File: src/sv/lsra_pkg.sv
`timescale 1ns / 1ps
// ----------------------------------------------------------------------------
// lsra_pkg
// Shared types and constants of the linear scan register allocator.
// ----------------------------------------------------------------------------
package lsra_pkg;

   localparam int MAX_SPAN    = 4;
   localparam int SPAN_W      = 3;
   localparam int IDX_W       = 8;
   localparam int CFG_REGS_W  = 9;
   localparam int CFG_PREDS_W = 4;
   localparam int CSR_IDX_W   = 2;
   localparam int CSR_DATA_W  = 9;

   // register indexes of the configuration port
   localparam logic [CSR_IDX_W-1:0] CSR_MAX_REGISTERS  = 2'd0;
   localparam logic [CSR_IDX_W-1:0] CSR_MAX_PREDICATES = 2'd1;

   localparam logic [CFG_REGS_W-1:0]  RST_MAX_REGISTERS  = 9'd256;
   localparam logic [CFG_PREDS_W-1:0] RST_MAX_PREDICATES = 4'd7;

   // controller to datapath
   typedef struct packed {
      logic idle;       // ready for a new interval
      logic rd_head;    // read the head of the active list
      logic release_hd; // free the head entry and pop it
      logic srch_step;  // evaluate one candidate
      logic mark;       // claim the found resource, prime insertion
      logic rd_ins;     // read the entry below the insertion point
      logic shift;      // move that entry up one place
      logic put;        // write the new entry
      logic emit;       // load the result register
   } cmd_type;

   // datapath to controller
   typedef struct packed {
      logic count_zero;
      logic head_expired;
      logic srch_fail;
      logic srch_hit;
      logic list_full;
      logic ins_zero;
      logic ins_move;
      logic rsp_busy;
   } sts_type;

endpackage

File: src/sv/lsra_ctrl.sv
`timescale 1ns / 1ps
// ----------------------------------------------------------------------------
// lsra_ctrl
// Sequencer: release walk, busy map search, sorted insertion, result.
// ----------------------------------------------------------------------------
module lsra_ctrl
   import lsra_pkg::*;
(
   input  logic    clock,
   input  logic    reset,
   input  logic    req_fire,
   input  sts_type sts,
   output cmd_type cmd
);

   typedef enum logic [3:0] {
      ST_IDLE, ST_REL_RD, ST_REL_CMP, ST_SRCH, ST_INS_CHK,
      ST_INS_RD, ST_INS_CMP, ST_INS_PUT, ST_DONE
   } state_type;

   state_type state_ff, state_in;

   // decode commands and next state
   always_comb begin
      cmd      = '0;
      state_in = state_ff;
      unique case (state_ff)
         ST_IDLE: begin
            cmd.idle = 1'b1;
            if (req_fire) state_in = ST_REL_RD;
         end
         ST_REL_RD: begin
            if (sts.count_zero) begin
               state_in = ST_SRCH;
            end else begin
               cmd.rd_head = 1'b1;
               state_in    = ST_REL_CMP;
            end
         end
         ST_REL_CMP: begin
            if (sts.head_expired) begin
               cmd.release_hd = 1'b1;
               state_in       = ST_REL_RD;
            end else begin
               state_in = ST_SRCH;
            end
         end
         ST_SRCH: begin
            cmd.srch_step = 1'b1;
            if (sts.srch_fail) begin
               state_in = ST_DONE;
            end else if (sts.srch_hit) begin
               cmd.mark = 1'b1;
               state_in = sts.list_full ? ST_DONE : ST_INS_CHK;
            end
         end
         ST_INS_CHK: begin
            state_in = sts.ins_zero ? ST_INS_PUT : ST_INS_RD;
         end
         ST_INS_RD: begin
            cmd.rd_ins = 1'b1;
            state_in   = ST_INS_CMP;
         end
         ST_INS_CMP: begin
            if (sts.ins_move) begin
               cmd.shift = 1'b1;
               state_in  = ST_INS_CHK;
            end else begin
               cmd.put  = 1'b1;
               state_in = ST_DONE;
            end
         end
         ST_INS_PUT: begin
            cmd.put  = 1'b1;
            state_in = ST_DONE;
         end
         ST_DONE: begin
            if (!sts.rsp_busy) begin
               cmd.emit = 1'b1;
               state_in = ST_IDLE;
            end
         end
         default: state_in = ST_IDLE;
      endcase
   end

   // hold state
   always_ff @(posedge clock) begin
      if (reset) begin
         state_ff <= ST_IDLE;
      end else begin
         state_ff <= state_in;
      end
   end

endmodule

File: config.mk
export PLATFORM = sky130hd
export DESIGN_NAME = lsra_ctrl
export DESIGN_NICKNAME = d
export VERILOG_FILES = /design/src/sv/lsra_pkg.sv /design/src/sv/lsra_ctrl.sv
export SDC_FILE = /design/constraint.sdc
export NUM_CORES = 1
export LEC_CHECK = 0
export CAP_MARGIN = 20
export CORE_AREA = 2 2 39 41
export DETAILED_ROUTE_END_ITERATION = 8
export DIE_AREA = 0 0 41 43
export DONT_BUFFER_PORTS = 1
export PLACE_DENSITY_LB_ADDON = 0.15
export REMOVE_ABC_BUFFERS = 1
export SLEW_MARGIN = 10
export SYNTH_ARGS = -nofsm -noshare
export SYNTH_HDL_FRONTEND = slang
export SYNTH_SLANG_ARGS = --single-unit
File: constraint.sdc
create_clock -name clock -period 1.6 [get_ports clock]
set_input_delay 0.16 -clock clock [delete_from_list [all_inputs] [get_ports clock]]
set_output_delay 0.16 -clock clock [all_outputs]
set_load 0.02 [all_outputs]
==> metrics.log, run 1 <==
[metrics] run status: complete, no violations
[metrics] Worst Setup Start Kind: register
[metrics] final-report setup violation count: 0
[metrics] largest fanout on the critical path: 11
[metrics] Flop pwr share: a little under 40%
[metrics] clk_lat worst skew: 0.23 ns
[metrics] met1 usage in global routing: 14.1%
[metrics] TritonCTS clock tree: yes
[metrics] wire length after detailed routing: roughly 870 um
[metrics] Worst setup startpoint: state_ff[0]
[metrics] area share of the leading cell type in the synthesized netlist: 22.1%
[metrics] total of warnings raised by yosys: 0
[metrics] DR WL/cell: around 13 um
[metrics] number of buffers added for setup after CTS: 0
[metrics] clock network power share: between 40% and 50%
[metrics] clock tree skew after final layout: 0.000899 ns
[metrics] H-tree depth reported by CTS: 1
[metrics] VDD IR max: 0.000283 V
[metrics] maximum number of pins on one net before global-route repair: 12
[metrics] Critical Path RT: around 1.4 ns
[metrics] unique cell type count in the Yosys netlist: 23
[metrics] post-route antenna net violation count: 0
[metrics] met2 usage in global routing: 15.3%
[metrics] data arrival time of the worst path: 1.33 ns
[metrics] sort of element at the end of the critical path: output pin
[metrics] number of max-capacitance violations reported: 0
[metrics] Core Footprint: 0.00138 mm^2
[metrics] largest registers: state_ff x4
[metrics] final critical-path setup slack: 0.106 ns
[metrics] register clock-pin slew on the reported worst setup and hold paths: 0.04 ns
[metrics] HPWL reported at the end of detailed placement: 642 um
[metrics] vertical extent of the die: 43 um
[metrics] growth of design area from synthesis to finish: 17.6%
[metrics] CP delay by family, top: flip-flops
[metrics] achievable clock frequency: about 670 MHz
[metrics] transition time of the tightest slew-check pin: 0.408 ns
[metrics] dpl ws: between 0.15 and 0.2 ns
[metrics] cells on worst reg2reg path: 4
[metrics] Site Rows: 14
[metrics] Logic pwr share: about a fifth
[metrics] number of buffers added on ports: 0
[metrics] number of buffers and inverters on the critical path: 1
[metrics] gate count of the mapped netlist: 48
[metrics] cell with the largest stage delay on the worst path: sky130_fd_sc_hd__dfxtp_1
[metrics] number of max-slew violations in the final report: 0
[metrics] cell internal pwr: around 0.22 mW
[metrics] remaining max-slew budget at the tightest pin: 72.8%
[metrics] residual overflow from global routing: 0
[metrics] fill cell count: 166
[metrics] post-synth design cell area: about 360 um^2
[metrics] cell breakdown of the critical path: nand4bb_4, nor3b_1, buf_4
[metrics] initial antenna violation count: 0
[metrics] routed via count divided by cell count: between 4 and 5
[metrics] Leakage: approximately 0.18 nW
[metrics] reg2reg end: state_ff[3]
[metrics] start point of the worst min-delay path: sts[0]
[metrics] overall power after layout: 0.305 mW
[metrics] fraction of the core area covered by cells at the end of the flow: just over 30%
[metrics] Final Hold Fails: 0
[metrics] final period demand of the worst path: between 1 and 1.5 ns
[metrics] final worst hold slack: 0.110 ns
[metrics] number of DRC violations after detailed-routing iteration 0: 2
[metrics] width of the die: approximately 41 um
[metrics] synthesized flop and latch total: 4
[metrics] startpoint of the most critical register-to-register path: state_ff[0]
[metrics] portion of the clock cycle consumed by the worst path in the final layout: around 93%
[metrics] total negative slack: 0 ns
[metrics] most area-hungry cell type in the Yosys netlist: sky130_fd_sc_hd__dfxtp_1
[metrics] drt drc: 0
[metrics] final weighted congestion of routability-driven global placement: 0.673
[metrics] area occupied by multi-input gates: between 200 and 300 um^2
[metrics] number of search-and-repair iterations in the first detailed-routing pass: 2
[metrics] Global Route met3 Usage: 1.57%
[metrics] die area: roughly 0.0018 mm^2
[metrics] Initial Util: approximately a quarter
[metrics] net switching power figure: 0.0868 mW
[metrics] cell area power density: 716 mW/mm^2
[metrics] ports placed on the boundary: 20
[metrics] clock tree root driver cell: sky130_fd_sc_hd__clkbuf_4
[metrics] kind of path behind the tightest hold check: in -> reg
[metrics] first-pass GRT wire length: approximately 1300 um
[metrics] max reg flops: 4
[metrics] Syn Area/Cell: between 7 and 8 um^2
[metrics] antenna cells: 0
[metrics] clk sinks: 4
[metrics] cts bufs inserted: 3
[metrics] maximum clock insertion buffer count: 2
[metrics] critical path start-end classification: reg -> out
[metrics] number of vias after detailed routing: 340
[metrics] post-layout net count: 66
[metrics] termination of the worst setup path: cmd[4]
[metrics] share of cells above drive strength 1: between 20% and 30%
[metrics] setup slack of the worst register-to-register path: approximately 0.21 ns
[metrics] combined global-route utilization of all metal layers: 10.5%
[metrics] cells taking the most area after synthesis: sky130_fd_sc_hd__dfxtp_1 (22%), sky130_fd_sc_hd__a21oi_1 (9.7%), sky130_fd_sc_hd__nand4bb_4 (7.6%), sky130_fd_sc_hd__nor2_1 (6.2%), sky130_fd_sc_hd__nor3_1 (5.5%)
[metrics] Crit path depth: 3
[metrics] sequential share of the synthesized area: 22.1%
[metrics] area of all sequential standard cells: 82.6 um^2
[metrics] highest cell delay on the worst timing path: 0.56 ns
[metrics] RSZ-0062 raised after global routing: false
[metrics] net switching fraction of the power: 28.5%
[metrics] vias in the first global route: 334
[metrics] register with the most flip-flops: state_ff
[metrics] global-route layer with the greatest usage: met2
## layer usage
layer	up-vias	wire length, um
met4	0	0
met1	151	407
met2	9	409
met3	0	55
li1	180	-
met5	-	0
## worst reg2reg max path, stage by stage (launching register included)
cell	delay, ns
sky130_fd_sc_hd__dfxtp_1	0.56
sky130_fd_sc_hd__nor3_2	0.11
sky130_fd_sc_hd__a21oi_1	0.34
sky130_fd_sc_hd__o211ai_2	0.15
sky130_fd_sc_hd__a21oi_1	0.16
## per-stage QoR
stage	instance area, um^2	std cells
global placement	385	65
CTS	418	69
finish	425	69
floorplan	335	45
detailed placement	385	65
global route	425	69
## layout by cell type (no fill, tap or decap), types with 3 or more instances in the layout
cell	count
sky130_fd_sc_hd__nor3_1	3
sky130_fd_sc_hd__and3_1	3
sky130_fd_sc_hd__a21oi_1	7
sky130_fd_sc_hd__buf_4	4
sky130_fd_sc_hd__clkbuf_4	3
sky130_fd_sc_hd__nand2_1	3
sky130_fd_sc_hd__nor2_1	6
## cell type report
class                           count  share of cell area, %
Clock buffer                        3                   5.29
Inverter                            2                   1.76
Multi-Input combinational cell     39                   59.4
Sequential cell                     4                   19.4
Tap cell                           16                   4.71
Timing Repair Buffer                5                   9.41
## synth_stat cells
| library cell | instances |
|---|---|
| sky130_fd_sc_hd__a21boi_1 | 1 |
| sky130_fd_sc_hd__a21oi_1 | 7 |
| sky130_fd_sc_hd__and2b_1 | 1 |
| sky130_fd_sc_hd__and3_1 | 3 |
| sky130_fd_sc_hd__and3b_1 | 1 |
| sky130_fd_sc_hd__buf_4 | 2 |
| sky130_fd_sc_hd__buf_6 | 1 |
| sky130_fd_sc_hd__dfxtp_1 | 4 |
| sky130_fd_sc_hd__inv_1 | 2 |
| sky130_fd_sc_hd__nand2_1 | 3 |
| sky130_fd_sc_hd__nand2b_1 | 2 |
| sky130_fd_sc_hd__nand3_1 | 1 |
| sky130_fd_sc_hd__nand3b_1 | 1 |
| sky130_fd_sc_hd__nand4bb_4 | 1 |
| sky130_fd_sc_hd__nor2_1 | 6 |
| sky130_fd_sc_hd__nor2b_1 | 1 |
| sky130_fd_sc_hd__nor3_1 | 4 |
| sky130_fd_sc_hd__nor3b_1 | 2 |
| sky130_fd_sc_hd__nor4_1 | 1 |
| sky130_fd_sc_hd__o211ai_2 | 1 |
| sky130_fd_sc_hd__o21ai_1 | 1 |
| sky130_fd_sc_hd__o21bai_1 | 1 |
| sky130_fd_sc_hd__or3_4 | 1 |
## worst min-delay path by stage
stage	slack [ns]	end	cells after the start
floorplan	0.23	state_ff[0]	1
global placement	0.23	state_ff[0]	1
detailed placement	0.23	state_ff[0]	1
CTS	0.10	state_ff[3]	2
global route	0.10	state_ff[3]	2
finish	0.11	state_ff[3]	2
## power by group through the flow
stage | Sequential [mW] | Combinational [mW] | Clock [mW]
2_1_floorplan | 0.117 | 0.0434 | 0
6_report | 0.121 | 0.0611 | 0.123
3_5_place_dp | 0.121 | 0.0578 | 0
4_1_cts | 0.119 | 0.0611 | 0.132
3_3_place_gp | 0.120 | 0.0576 | 0
5_1_grt | 0.122 | 0.0677 | 0.131
## kinds of logic (layout without fill, tap and decap cells)
logic type	Yosys count	after routing	share of synthesized area [%]
compound gates	11	11	18.7
buf+inv	5	10	9.34
flops	4	4	22.1
simple gates	28	28	49.8
## timing repair
| item | in CTS | in global routing |
|---|---|---|
| endpoints found under the setup margin | 0 | 2 |
| gates resized for setup | 0 | 3 |
| hold endpoints to repair | 4 | 0 |
| hold buffers | 1 | 0 |
Note: power is estimated with default switching activity, not from simulation.
==> run 2: changes to the inputs <==
REMOVE_ABC_BUFFERS = default   (was 1)
==> run 2 against run 1 <==
Design area grew 0.29%. Global-route usage grew 1.4 points. Largest power group unchanged. Sequential cell count is the same. Clock power is essentially flat. First-iteration DRC count grew to 4.0 times the previous value. Largest cell class unchanged. Via count grew 8.5%.
==> metrics.log, run 2 (synthesis gave the netlist of run 1 again) <==
[metrics] run status: complete, no violations
[metrics] final-report setup violation count: 0 (unchanged)
[metrics] achievable clock frequency: 706 MHz (+5.5%)
[metrics] clk sinks: 4 (unchanged)
[metrics] worst hold path cell count: 2 (unchanged)
[metrics] number of max-slew violations in the final report: 0 (unchanged)
[metrics] largest fanout on the critical path: 10 (-1)
[metrics] post-layout net count: 66 (unchanged)
[metrics] drt drc: 0 (unchanged)
[metrics] VDD IR max: 0.000361 V (+27%)
[metrics] routed via count divided by cell count: 5.35 (+8.5%)
[metrics] Post-Synthesis Net Count: 59
[metrics] Hold Path End: state_ff[3]
[metrics] overall power after layout: 0.304 mW (-0.13%)
[metrics] dpl ws: 0.233 ns (+0.0443 ns)
[metrics] setup slack of the worst register-to-register path: 0.34 ns (+0.13 ns)
[metrics] remaining max-slew budget at the tightest pin: 75.1% (+2.3 points)
[metrics] wire length after detailed routing: 856 um (-1.7%)
[metrics] kind of path behind the tightest hold check: in -> reg
[metrics] clock tree skew after final layout: 0.000471 ns (-0.000428 ns)
[metrics] transition time of the tightest slew-check pin: 0.372 ns (-0.0353 ns)
[metrics] number of vias after detailed routing: 369 (+8.5%)
[metrics] max reg flops: 4 (unchanged)
[metrics] die area: 0.00176 mm^2 (unchanged)
[metrics] Site Rows: 14 (unchanged)
[metrics] critical path start-end classification: reg -> out
[metrics] post-route antenna net violation count: 0 (unchanged)
[metrics] reg2reg end: state_ff[3]
[metrics] total negative slack: 0 ns (unchanged)
[metrics] first-pass GRT wire length: 1420 um (+11%)
[metrics] cell area power density: 713 mW/mm^2 (-0.42%)
[metrics] cells on worst reg2reg path: 4 (unchanged)
[metrics] number of buffers added on ports: 0 (unchanged)
[metrics] vias in the first global route: 353 (+5.7%)
[metrics] number of max-capacitance violations reported: 0 (unchanged)
[metrics] sort of element at the end of the critical path: output pin
[metrics] portion of the clock cycle consumed by the worst path in the final layout: 88.6% (-4.8 points)
[metrics] residual overflow from global routing: 0 (unchanged)
[metrics] TritonCTS clock tree: yes
[metrics] width of the die: 41 um (unchanged)
[metrics] antenna cells: 0 (unchanged)
[metrics] final critical-path setup slack: 0.183 ns (+0.0775 ns)
[metrics] final weighted congestion of routability-driven global placement: 0.715 (+6.2%)
[metrics] start point of the worst min-delay path: sts[0]
[metrics] fraction of the core area covered by cells at the end of the flow: 30.8% (+0.090 points)
[metrics] H-tree depth reported by CTS: 1 (unchanged)
[metrics] Final Hold Fails: 0 (unchanged)
[metrics] area occupied by multi-input gates: 253 um^2 (unchanged)
[metrics] ports placed on the boundary: 20 (unchanged)
[metrics] growth of design area from synthesis to finish: 18.0%
[metrics] leading cell type in the layout, fill and taps excluded: sky130_fd_sc_hd__a21oi_1
[metrics] maximum number of pins on one net before global-route repair: 12 (unchanged)
[metrics] Worst Setup Start Kind: register
[metrics] clk_lat worst skew: 0.23 ns (about the same)
[metrics] register clock-pin slew on the reported worst setup and hold paths: 0.04 ns (about the same)
[metrics] DR WL/cell: 12.4 um (-1.7%)
[metrics] RSZ-0062 raised after global routing: false
[metrics] cts bufs inserted: 3 (unchanged)
[metrics] most frequent cells in the layout: sky130_fd_sc_hd__a21oi_1 (7), sky130_fd_sc_hd__nor2_1 (6), sky130_fd_sc_hd__buf_4 (4)
[metrics] startpoint of the most critical register-to-register path: state_ff[2]
[metrics] vertical extent of the die: 43 um (unchanged)
[metrics] largest registers: state_ff x4
[metrics] final period demand of the worst path: 1.42 ns (-0.0775 ns)
[metrics] clock tree root driver cell: sky130_fd_sc_hd__clkbuf_4
[metrics] area of all sequential standard cells: 83.8 um^2 (+1.5%)
[metrics] maximum clock insertion buffer count: 2 (unchanged)
[metrics] HPWL reported at the end of detailed placement: 669 um (+4.3%)
[metrics] Initial Util: 26.1% (unchanged)
[metrics] placed cell count: 65 (unchanged)
[metrics] share of cells above drive strength 1: 26.4% (+1.9 points)
[metrics] number of DRC violations after detailed-routing iteration 0: 8 (+6)
[metrics] data arrival time of the worst path: 1.26 ns (-0.07 ns)
[metrics] fill cell count: 160 (-3.6%)
[metrics] non-filler cells, final: 69 (unchanged)
[metrics] initial antenna violation count: 0 (unchanged)
[metrics] number of search-and-repair iterations in the first detailed-routing pass: 4 (+2)
[metrics] register with the most flip-flops: state_ff
[metrics] Leakage: 0.178 nW (+0.15%)
[metrics] combined global-route utilization of all metal layers: 12.0% (+1.4 points)
[metrics] Core Footprint: 0.00138 mm^2 (unchanged)
[metrics] Critical Path RT: 1.44 ns (about the same)
run 2: per-layer routing:
| layer | GRT usage, % | part of all wire, % |
|---|---|---|
| met4 | 6.00 | 0.70 |
| met1 | 13.2 | 42 |
| met3 | 5.76 | 8.2 |
| met2 | 18.1 | 49 |
| met5 | 0 | 0 |
run 2: area by class of cell:
class,count,share of cell area (%)
Tap cell,16,4.69
Timing Repair Buffer,5,9.38
Sequential cell,4,19.6
Multi-Input combinational cell,39,59.2
Inverter,2,1.76
Clock buffer,3,5.28
run 2: stage by stage:
| stage | area, um^2 | hold WS, ns |
|---|---|---|
| 2_1_floorplan | 362 | 0.229 |
| 3_3_place_gp | 385 | 0.230 |
| 3_5_place_dp | 385 | 0.233 |
| 4_1_cts | 418 | 0.0893 |
| 5_1_grt | 427 | 0.114 |
| 6_report | 427 | 0.0997 |
run 2: worst max-delay path by stage:
stage                     start           to  slack [ns]
finish              state_ff[2]       cmd[1]        0.18
global route        state_ff[2]       cmd[1]        0.09
CTS                 state_ff[0]       cmd[0]        0.05
detailed placement  state_ff[1]  state_ff[3]        0.23
global placement    state_ff[1]  state_ff[3]        0.23
floorplan           state_ff[2]       cmd[4]        0.24
run 2: timing repair:
item,in CTS,in global routing
setup endpoints to repair,0,3
buffers inserted,0,0
resized for setup,0,4
hold endpoints to repair,4,0
hold buffers,1,0
run 2: critical path: stages (launching register included):
cell	delay [ns]
sky130_fd_sc_hd__dfxtp_2	0.41
sky130_fd_sc_hd__nor2b_1	0.23
sky130_fd_sc_hd__and3_1	0.23
sky130_fd_sc_hd__buf_4	0.15
run 2: report_power, final:
group | total [mW] | leakage, nW | switching [mW] | internal (mW)
combinational | 0.0593 | 0.130 | 0.0308 | 0.0285
sequential | 0.121 | 0.0338 | 0.0148 | 0.106
clock | 0.124 | 0.0138 | 0.0401 | 0.0838
